$ cat src/rtl/core/sparse_matrix_coo_table_macros.svh
// assertion macros used by the coordinate table datapath
`ifndef SPARSE_MATRIX_COO_TABLE_MACROS_SVH
`define SPARSE_MATRIX_COO_TABLE_MACROS_SVH

// clocked check, held off while reset is high
`define SMCT_ASSERT(label, prop, msg) \
  label: assert property (@(posedge clk) disable iff (rst) (prop)) else $error(msg);

// implication check, held off while reset is high
`define SMCT_ASSERT_IMP(label, ante, cons, msg) \
  label: assert property (@(posedge clk) disable iff (rst) (ante) |=> (cons)) else $error(msg);

`endif

$ cat src/rtl/core/smct_pkg.sv
// types and constants of the coordinate table
package smct_pkg;

  typedef enum logic [1:0] {
    CMD_INSERT  = 2'd0,
    CMD_LOOKUP  = 2'd1,
    CMD_ROW_SUM = 2'd2
  } cmd_t;

  typedef enum logic [1:0] {
    STAT_OK    = 2'd0,
    STAT_RANGE = 2'd1,
    STAT_ZERO  = 2'd2,
    STAT_FULL  = 2'd3
  } status_t;

  typedef enum logic [2:0] {
    ST_IDLE,
    ST_EVAL,
    ST_SCAN,
    ST_DRAIN,
    ST_FINISH
  } state_t;

  localparam int CfgIndexW = 8;
  localparam int CfgDataW  = 16;
  localparam logic [CfgIndexW-1:0] CFG_NUM_ROWS = 8'd0;
  localparam logic [CfgIndexW-1:0] CFG_NUM_COLS = 8'd1;

  // controller to datapath
  typedef struct packed {
    logic in_ready;
    logic scan_start;
    logic scan_rd;
    logic finish;
  } ctrl_cmd_t;

  // datapath to controller
  typedef struct packed {
    logic in_valid;
    logic skip_scan;
    logic scan_last;
    logic out_free;
  } ctrl_status_t;

endpackage

$ cat src/rtl/core/smct_if.sv
// command and result channels of the coordinate table
interface smct_in_if;
  logic               valid;
  logic               ready;
  logic [1:0]         command;
  logic [15:0]        row;
  logic [15:0]        col;
  logic signed [31:0] value;

  modport source (output valid, command, row, col, value, input ready);
  modport sink (input valid, command, row, col, value, output ready);
endinterface

interface smct_out_if;
  logic               valid;
  logic               ready;
  logic signed [31:0] result_value;
  logic [6:0]         entry_count;
  logic [1:0]         status;

  modport source (output valid, result_value, entry_count, status, input ready);
  modport sink (input valid, result_value, entry_count, status, output ready);
endinterface

$ cat src/rtl/core/smct_ctrl.sv
// sequencer for accept, scan and finish of one command
module smct_ctrl (
  input  logic                    clk,
  input  logic                    rst,
  input  smct_pkg::ctrl_status_t  sts,
  output smct_pkg::ctrl_cmd_t     cmd
);

  smct_pkg::state_t state;
  smct_pkg::state_t state_next;

  always_ff @(posedge clk) begin
    if (rst) begin
      state <= smct_pkg::ST_IDLE;
    end else begin
      state <= state_next;
    end
  end

  always_comb begin
    state_next = state;
    case (state)
      smct_pkg::ST_IDLE: begin
        if (sts.in_valid) state_next = smct_pkg::ST_EVAL;
      end
      smct_pkg::ST_EVAL: begin
        state_next = sts.skip_scan ? smct_pkg::ST_FINISH : smct_pkg::ST_SCAN;
      end
      smct_pkg::ST_SCAN: begin
        if (sts.scan_last) state_next = smct_pkg::ST_DRAIN;
      end
      smct_pkg::ST_DRAIN: begin
        state_next = smct_pkg::ST_FINISH;
      end
      smct_pkg::ST_FINISH: begin
        if (sts.out_free) state_next = smct_pkg::ST_IDLE;
      end
      default: begin
        state_next = smct_pkg::ST_IDLE;
      end
    endcase
  end

  always_comb begin
    cmd = '0;
    case (state)
      smct_pkg::ST_IDLE:   cmd.in_ready = 1'b1;
      smct_pkg::ST_EVAL:   cmd.scan_start = 1'b1;
      smct_pkg::ST_SCAN:   cmd.scan_rd = 1'b1;
      smct_pkg::ST_DRAIN:  cmd = '0;
      smct_pkg::ST_FINISH: cmd.finish = sts.out_free;
      default:             cmd = '0;
    endcase
  end

endmodule

$ cat src/rtl/core/smct_datapath.sv
// entry memory, scan compare, row accumulator and result register
`include "sparse_matrix_coo_table_macros.svh"

module smct_datapath #(
  parameter int CAPACITY = 64,
  parameter int AW       = (CAPACITY > 1) ? $clog2(CAPACITY) : 1,
  parameter int CW       = $clog2(CAPACITY + 1)
) (
  input  logic                           clk,
  input  logic                           rst,
  input  logic                           cfg_we,
  input  logic [smct_pkg::CfgIndexW-1:0] cfg_index,
  input  logic [smct_pkg::CfgDataW-1:0]  cfg_data,
  smct_in_if.sink                        items,
  smct_out_if.source                     results,
  input  smct_pkg::ctrl_cmd_t            cmd,
  output smct_pkg::ctrl_status_t         sts
);

  localparam logic [CW-1:0] Cap = CW'(CAPACITY);

  logic [15:0] num_rows;
  logic [15:0] num_cols;

  // latched command beat
  logic [1:0]  cmd_q;
  logic [15:0] row_q;
  logic [15:0] col_q;
  logic [31:0] val_q;

  // entry memory, filled in slot order, so slots below count are the valid ones
  logic [63:0] mem [CAPACITY];
  logic [63:0] rd_data;
  logic        rd_valid;
  logic [AW-1:0] rd_idx;

  logic [CW-1:0] count;
  logic [CW-1:0] count_next;
  logic [CW-1:0] idx;

  logic          hit;
  logic [AW-1:0] hit_idx;
  logic [31:0]   hit_val;
  logic [31:0]   acc;

  logic          wr_en;
  logic [AW-1:0] wr_addr;

  logic          row_ok;
  logic          col_ok;
  smct_pkg::status_t pre_status;
  smct_pkg::status_t fin_status;
  logic          known_cmd;
  logic [31:0]   fin_value;

  logic          out_valid;
  logic [31:0]   out_value;
  logic [6:0]    out_count;
  smct_pkg::status_t out_status;
  logic [31:0]   count_ext;

  always_ff @(posedge clk) begin
    if (rst) begin
      num_rows <= 16'd1;
      num_cols <= 16'd1;
    end else if (cfg_we) begin
      if (cfg_index == smct_pkg::CFG_NUM_ROWS) num_rows <= cfg_data;
      if (cfg_index == smct_pkg::CFG_NUM_COLS) num_cols <= cfg_data;
    end
  end

  // no beat is taken while reset is high
  assign items.ready = cmd.in_ready && !rst;

  always_ff @(posedge clk) begin
    if (items.valid && items.ready) begin
      cmd_q <= items.command;
      row_q <= items.row;
      col_q <= items.col;
      val_q <= items.value;
    end
  end

  assign row_ok = (row_q != 16'd0) && (row_q <= num_rows);
  assign col_ok = (col_q != 16'd0) && (col_q <= num_cols);

  always_comb begin
    pre_status = smct_pkg::STAT_OK;
    known_cmd  = 1'b1;
    case (cmd_q)
      smct_pkg::CMD_INSERT: begin
        if (!row_ok || !col_ok) pre_status = smct_pkg::STAT_RANGE;
        else if (val_q == 32'd0) pre_status = smct_pkg::STAT_ZERO;
      end
      smct_pkg::CMD_LOOKUP: begin
        if (!row_ok || !col_ok) pre_status = smct_pkg::STAT_RANGE;
      end
      smct_pkg::CMD_ROW_SUM: begin
        if (!row_ok) pre_status = smct_pkg::STAT_RANGE;
      end
      default: known_cmd = 1'b0;
    endcase
  end

  assign sts.in_valid  = items.valid;
  assign sts.skip_scan = (pre_status != smct_pkg::STAT_OK) || !known_cmd || (count == '0);
  assign sts.scan_last = (idx == count - CW'(1));
  assign sts.out_free  = !out_valid || results.ready;

  // scan read, one slot a cycle
  always_ff @(posedge clk) begin
    if (cmd.scan_rd) rd_data <= mem[idx[AW-1:0]];
    rd_idx <= idx[AW-1:0];
    if (wr_en) mem[wr_addr] <= {row_q, col_q, val_q};
  end

  always_ff @(posedge clk) begin
    if (rst) begin
      rd_valid <= 1'b0;
      idx      <= '0;
    end else begin
      rd_valid <= cmd.scan_rd;
      if (cmd.scan_start) idx <= '0;
      else if (cmd.scan_rd) idx <= idx + CW'(1);
    end
  end

  // compare the slot read in the previous cycle
  always_ff @(posedge clk) begin
    if (rst) begin
      hit <= 1'b0;
    end else if (cmd.scan_start) begin
      hit <= 1'b0;
    end else if (rd_valid && rd_data[63:48] == row_q && rd_data[47:32] == col_q) begin
      hit <= 1'b1;
    end
  end

  always_ff @(posedge clk) begin
    if (cmd.scan_start) begin
      acc <= 32'd0;
    end else if (rd_valid && rd_data[63:48] == row_q) begin
      acc <= acc + rd_data[31:0];
    end
    if (rd_valid && rd_data[63:48] == row_q && rd_data[47:32] == col_q) begin
      hit_idx <= rd_idx;
      hit_val <= rd_data[31:0];
    end
  end

  // write decision and result at the end of the command
  always_comb begin
    wr_en      = 1'b0;
    wr_addr    = hit_idx;
    count_next = count;
    fin_status = pre_status;
    fin_value  = 32'd0;
    if (pre_status == smct_pkg::STAT_OK) begin
      case (cmd_q)
        smct_pkg::CMD_INSERT: begin
          if (hit) begin
            wr_en = cmd.finish;
          end else if (count < Cap) begin
            wr_en   = cmd.finish;
            wr_addr = count[AW-1:0];
            count_next = count + CW'(1);
          end else begin
            fin_status = smct_pkg::STAT_FULL;
          end
        end
        smct_pkg::CMD_LOOKUP:  fin_value = hit ? hit_val : 32'd0;
        smct_pkg::CMD_ROW_SUM: fin_value = acc;
        default:               fin_value = 32'd0;
      endcase
    end
  end

  always_ff @(posedge clk) begin
    if (rst) begin
      count <= '0;
    end else if (cmd.finish) begin
      count <= count_next;
    end
  end

  assign count_ext = 32'(count_next);

  always_ff @(posedge clk) begin
    if (rst) begin
      out_valid <= 1'b0;
    end else if (cmd.finish) begin
      out_valid <= 1'b1;
    end else if (results.ready) begin
      out_valid <= 1'b0;
    end
  end

  always_ff @(posedge clk) begin
    if (cmd.finish) begin
      out_value  <= fin_value;
      out_count  <= count_ext[6:0];
      out_status <= fin_status;
    end
  end

  assign results.valid        = out_valid;
  assign results.result_value = $signed(out_value);
  assign results.entry_count  = out_count;
  assign results.status       = out_status;

  `SMCT_ASSERT(a_count_bound, count <= Cap, "entry count above capacity")
  `SMCT_ASSERT(a_scan_in_fill, !cmd.scan_rd || (idx < count), "scan read past filled slots")
  `SMCT_ASSERT_IMP(a_count_hold, !cmd.finish, $stable(count), "count moved outside finish")
  `SMCT_ASSERT_IMP(a_finish_loads, cmd.finish, out_valid, "finish did not load result")

endmodule

$ cat src/rtl/core/sparse_matrix_coo_table.sv
// Sparse matrix coordinate table: holds up to CAPACITY nonzero (row, col, value) entries in a
// single-port entry memory filled in slot order. One command is worked at a time. Insert, lookup
// and row sum scan the filled slots one per cycle through the memory read port, so a command
// goes from its accept beat through evaluate, scan and drain to the loading of its result beat;
// a command rejected for range, a zero insert value, the unused code, or an empty table skips
// the scan and drain. Loading waits while the previous result beat is still held, and the next
// command beat is taken at the earliest in the cycle after loading, while a result beat still
// waits in the output register. Configuration writes must come only between commands; the
// block itself does not enforce this.
module sparse_matrix_coo_table #(
  parameter int CAPACITY = 64
) (
  input  logic                           clk,
  input  logic                           rst,
  input  logic                           cfg_we,
  input  logic [smct_pkg::CfgIndexW-1:0] cfg_index,
  input  logic [smct_pkg::CfgDataW-1:0]  cfg_data,
  smct_in_if.sink                        items,
  smct_out_if.source                     results
);

  smct_pkg::ctrl_cmd_t    cmd;
  smct_pkg::ctrl_status_t sts;

  smct_ctrl u_ctrl (
    .clk (clk),
    .rst (rst),
    .sts (sts),
    .cmd (cmd)
  );

  smct_datapath #(
    .CAPACITY (CAPACITY)
  ) u_datapath (
    .clk       (clk),
    .rst       (rst),
    .cfg_we    (cfg_we),
    .cfg_index (cfg_index),
    .cfg_data  (cfg_data),
    .items     (items),
    .results   (results),
    .cmd       (cmd),
    .sts       (sts)
  );

endmodule

$ cat src/flat_wrapper.sv
// flat-port wrapper written by rule: the top's interface ports become plain ports
module sparse_matrix_coo_table_flat 
#(
  parameter int CAPACITY = 64
)
  (clk, rst, cfg_we, cfg_index, cfg_data, items_valid, items_command, items_row, items_col, items_value, items_ready, results_valid, results_result_value, results_entry_count, results_status, results_ready);
  smct_in_if items_i ();
  smct_out_if results_i ();
  input  logic clk;
  input  logic rst;
  input  logic cfg_we;
  input  logic [smct_pkg::CfgIndexW-1:0] cfg_index;
  input  logic [smct_pkg::CfgDataW-1:0] cfg_data;
  input wire logic [$bits(items_i.valid)-1:0] items_valid;
  input wire logic [$bits(items_i.command)-1:0] items_command;
  input wire logic [$bits(items_i.row)-1:0] items_row;
  input wire logic [$bits(items_i.col)-1:0] items_col;
  input wire logic [$bits(items_i.value)-1:0] items_value;
  output wire logic [$bits(items_i.ready)-1:0] items_ready;
  output wire logic [$bits(results_i.valid)-1:0] results_valid;
  output wire logic [$bits(results_i.result_value)-1:0] results_result_value;
  output wire logic [$bits(results_i.entry_count)-1:0] results_entry_count;
  output wire logic [$bits(results_i.status)-1:0] results_status;
  input wire logic [$bits(results_i.ready)-1:0] results_ready;
  assign items_i.valid = items_valid;
  assign items_i.command = items_command;
  assign items_i.row = items_row;
  assign items_i.col = items_col;
  assign items_i.value = items_value;
  assign items_ready = items_i.ready;
  assign results_valid = results_i.valid;
  assign results_result_value = results_i.result_value;
  assign results_entry_count = results_i.entry_count;
  assign results_status = results_i.status;
  assign results_i.ready = results_ready;
  sparse_matrix_coo_table #(.CAPACITY(CAPACITY)) u_core (.clk(clk), .rst(rst), .cfg_we(cfg_we), .cfg_index(cfg_index), .cfg_data(cfg_data), .items(items_i), .results(results_i));
endmodule
$ cat config.mk
export PLATFORM = sky130hd
export DESIGN_NAME = sparse_matrix_coo_table_flat
export DESIGN_NICKNAME = d
export VERILOG_FILES = /design/src/rtl/core/smct_pkg.sv /design/src/rtl/core/smct_if.sv /design/src/rtl/core/smct_ctrl.sv /design/src/rtl/core/smct_datapath.sv /design/src/rtl/core/sparse_matrix_coo_table.sv /design/src/flat_wrapper.sv
export VERILOG_INCLUDE_DIRS = /design/src /design/src/rtl/core
export SDC_FILE = /design/constraint.sdc
export NUM_CORES = 2
export LEC_CHECK = 0
export ABC_AREA = 1
export BUFFER_PORTS_ARGS = -buffer_cell sky130_fd_sc_hd__buf_2
export CAP_MARGIN = 20
export CORE_MARGIN = 2
export CORE_UTILIZATION = 55
export CTS_CLUSTER_SIZE = 8
export DETAILED_ROUTE_END_ITERATION = 7
export PLACE_DENSITY_LB_ADDON = 0.05
export RECOVER_POWER = 100
export REMOVE_ABC_BUFFERS = 1
export SLEW_MARGIN = 10
export SYNTH_ARGS = -nofsm -noshare
export SYNTH_HDL_FRONTEND = slang
export SYNTH_HIERARCHICAL = 1
export SYNTH_SLANG_ARGS = --single-unit
$ cat constraint.sdc
create_clock -name clk -period 7.4 [get_ports clk]
set_input_delay 0 -clock clk [delete_from_list [all_inputs] [get_ports clk]]
set_output_delay 0 -clock clk [all_outputs]
set_load 0.02 [all_outputs]
==> metrics.md <==
| Metric | Value |
|---|---|
| Status | finished, violations left |
| Failing checks | capacitance limit, slew limit |
| Initial antenna violation count | 67 |
| Slew of the pin with the lowest slew margin | 4631 ps |
| DR iter-0 viols | 18,882 |
| DR DRC count | 0 |
| Post-synth ARST share | 0% |
| Fmax | 148.9 MHz |
| Main synth FF type | edfxtp_1 |
| Min-Delay Endpoint | u_core/u_datapath/num_rows[10] |
| GPL Wtd Cong | 0.9377 |
| Core Area | 311,900 sq um |
| Final Hold Slack | 108.6 ps |
| Final nets | 13,332 |
| Hold depth | 5 |
| Startpoint class of the critical path | flop |
| CP arrival | 7430 ps |
| Period utilisation layout | 90.73% |
| Final Setup Violations | 0 |
| TritonRoute pass-1 iters | 6 |
| Vias | 117,851 |
| HP Class | primary input to flop |
| Inst Count DP | 16,474 |
| Setup crit end kind | flop |
| I/O pins | 138 |
| Setup slack, reg-to-reg | 690 ps |
| Mapped Cells | 12,735 |
| Yosys cell types | 59 |
| Hold wc startpoint | cfg_index[3] |
| Final wirelength | 603,400 um |
| Worst-path fanout max | 31 |
| GRT Residual Overflow | 0 |
| Largest area contributor in the netlist | edfxtp_1 |
| P&R area growth vs syn | 14.31% |
| Worst setup margin | 686.1 ps |
| Fraction of layout cells with a size suffix above 1 | 8.060% |
| Post-layout min period | 6714 ps |
| Final hold vios | 0 |
| Detailed Place HPWL | 354,500 um |
| Die area | 317,900 sq um |
| Starting Density | 55.27% |
| Maxcap violations | 105 |
| Slew Viols, Final | 4,868 |
| Die X | 563.8 um |
| Vias per cell | 6.746 |
| Place WS | 1700 ps |
| Vias in the first global route | 111,211 |
| R2R Path Start | u_core/u_datapath/col_q[1] |
| CTS Buf Count | 620 |
| R2R depth | 13 |
| Clock Tree Buf Depth | 4 |
| RSZ-0062 raised after global routing | false |
| Post-route insts no fill | 17,470 |
| Post-CTS setup buffers | 0 |
| FF-to-FF End | u_core/u_datapath/mem[32][52] |
| Crit path kind | flop to flop |
| First-pass GRT wire length | 844,800 um |
| Slew margin rel. | -208.7% |
| Synth top cells by count | edfxtp_1 (4,305), nor2_1 (2,230), o21ai_0 (2,179), clkbuf_1 (728), nand2_1 (636) |
| Die H | 563.8 um |
| PD cells | 283.0 nW/um^2 |
| Synthesized flop and latch total | 4,395 |
| Synth area leaders | edfxtp_1 (75%), o21ai_0 (6.3%), nor2_1 (4.9%) |
| Register area share after synthesis | 76.04% |
| CTS tree | yes |
| Routed WL per cell | 34.54 um |
| Port bufs | 137 |
| Reg clk slew, reported paths | 50 ps |
| Clk sinks | 4,395 |
| # hold bufs at CTS | 204 |
| Setup TNS | 0 ps |
| CTS Root Cell | clkbuf_16 |
| Lkg Pwr | 63.48 nW |
| CTS-repair resized insts | 0 |
| CP Cell Sequence | clkbuf_1 -> nor4_1 -> nand2_1 -> nor2_1 -> a21oi_2 -> nand3_1 -> nand2_4 -> nand2_1 -> nand2_4 -> nand4_1 -> nor2_1 -> buf_12 -> buf_12 |
| Gr usage total | 37.55% |
| Synthesized area per cell | 13.54 sq um |
| Most frequent cell after synthesis | edfxtp_1 |
| Final ANT Viol Nets | 0 |
| Syn Std Cell Area | 172,400 sq um |
| CP required | 8110 ps |
| Max H-tree Level | 6 |
| Worst-Skew Late Latency | 1060 ps |
| Slowest-stage cell, CP | clkbuf_1 |
| Number of flops mapped to enable cells by yosys | 4,305 |
| Crit path largest cell delay | 1510 ps |
| Synth top area share | 74.99% |
| Peak VDD IR | 0.2588 mV |
| Fin Clk Skew | 62.18 ps |
| Yosys warning total | 6 |
| Row Count | 205 |
| Pin count of the biggest net entering global routing | 187 |
| Final Power | 55.77 mW |
## per-layer routing
metal / wire [um] / GRT usage [%] / share of wire [%] / up-vias
li1: - / - / - / 48959
met1: 225000 / 52.09 / 37 / 59258
met2: 265900 / 55.38 / 44 / 8187
met3: 76540 / 9.501 / 13 / 1427
met4: 35830 / 19.13 / 5.9 / 20
met5: 127 / 0 / 0.021 / -
## critical path: cells and delay by family, from the launching register on
family / cells / cell delay [ps]
compound gates: 1 / 560
buf+inv: 3 / 2020
flops: 1 / 360
simple gates: 9 / 3330
## power breakdown
group,switching [mW],internal [mW],total [mW]
clock network,10.3,15.1,25.4
logic,2.09,0.539,2.63
registers,0.0858,27.6,27.7
## metrics by stage
step,util (%),area [sq um]
floorplan,-,168800
global placement,57.33,178800
detailed placement,57.35,178900
CTS,63.48,198000
global route,63.17,197000
finish,63.18,197100
## placed cells by master, fill, tap and decap left out, types with 12 or more instances in the layout
| cell type | n |
|---|---|
| a32o_1 | 16 |
| clkbuf_2 | 32 |
| dlygate4sd3_1 | 204 |
| o221ai_1 | 413 |
| buf_4 | 157 |
| o21ai_0 | 2179 |
| diode_2 | 29 |
| dfxtp_1 | 86 |
| nor2_4 | 29 |
| nor4_1 | 19 |
| nand3_1 | 347 |
| xnor2_1 | 20 |
| clkinv_8 | 12 |
| clkbuf_1 | 288 |
| inv_1 | 154 |
| a221o_1 | 36 |
| clkbuf_16 | 627 |
| edfxtp_1 | 4305 |
| nand2_1 | 636 |
| nor3_1 | 18 |
| a21oi_1 | 267 |
| o22ai_1 | 613 |
| a31oi_1 | 104 |
| nor2_1 | 2203 |
| o211ai_1 | 104 |
| ha_1 | 71 |
| buf_12 | 61 |
| nand4_1 | 52 |
| inv_6 | 12 |
| clkinv_16 | 20 |
| xor2_1 | 35 |
| buf_2 | 38 |
## sequential cells by signal, indices dropped and copies added, names as in the netlist, 16 cells and up
| name | count |
|---|---|
| u_core/u_datapath/mem | 4096 |
| u_core/u_datapath/rd_data | 64 |
| u_core/u_datapath/acc | 32 |
| u_core/u_datapath/hit_val | 32 |
| u_core/u_datapath/results.result_value | 32 |
| u_core/u_datapath/val_q | 32 |
| u_core/u_datapath/col_q | 16 |
| u_core/u_datapath/num_cols | 16 |
| u_core/u_datapath/num_rows | 16 |
| u_core/u_datapath/row_q | 16 |
## layout make-up
| class | count | area [sq um] |
|---|---|---|
| fillers | 23379 | 114800 |
| well taps | 4140 | 5180 |
| diodes | 29 | 72.57 |
| inverters | 166 | 664.4 |
| clock inverters | 56 | 1104 |
| flip-flops and latches | 4395 | 131100 |
| clock buffers | 702 | 15970 |
| multi-input cells | 7267 | 37280 |
| repair buffers | 715 | 5690 |
## cell families after synthesis
group	synth area share [%]
buffers and inverters	2.456
AO/OA/AOI/OAI	12.82
XOR/XNOR	0.2794
flip-flops	76.04
AND/OR/NAND/NOR	7.880
adder cells (fa/ha/maj)	0.5270
## worst max-delay path by stage
stage / startpoint / endpoint / slack (ps) / cells after the start
final: u_core/u_datapath/col_q[1] / u_core/u_datapath/mem[32][52] / 690 / 13
after global placement: u_core/u_datapath/col_q[14] / u_core/u_datapath/mem[11][25] / 1610 / 16
after floorplan: u_core/u_datapath/idx[0] / u_core/u_datapath/rd_data[11] / -218510 / 6
after global routing: u_core/u_datapath/idx[2] / u_core/u_datapath/rd_data[57] / 700 / 8
after CTS: u_core/u_datapath/col_q[14] / u_core/u_datapath/mem[30][38] / 1680 / 16
after detailed placement: u_core/u_datapath/col_q[14] / u_core/u_datapath/mem[30][46] / 1700 / 16
Power figures use the tool's default switching activity.
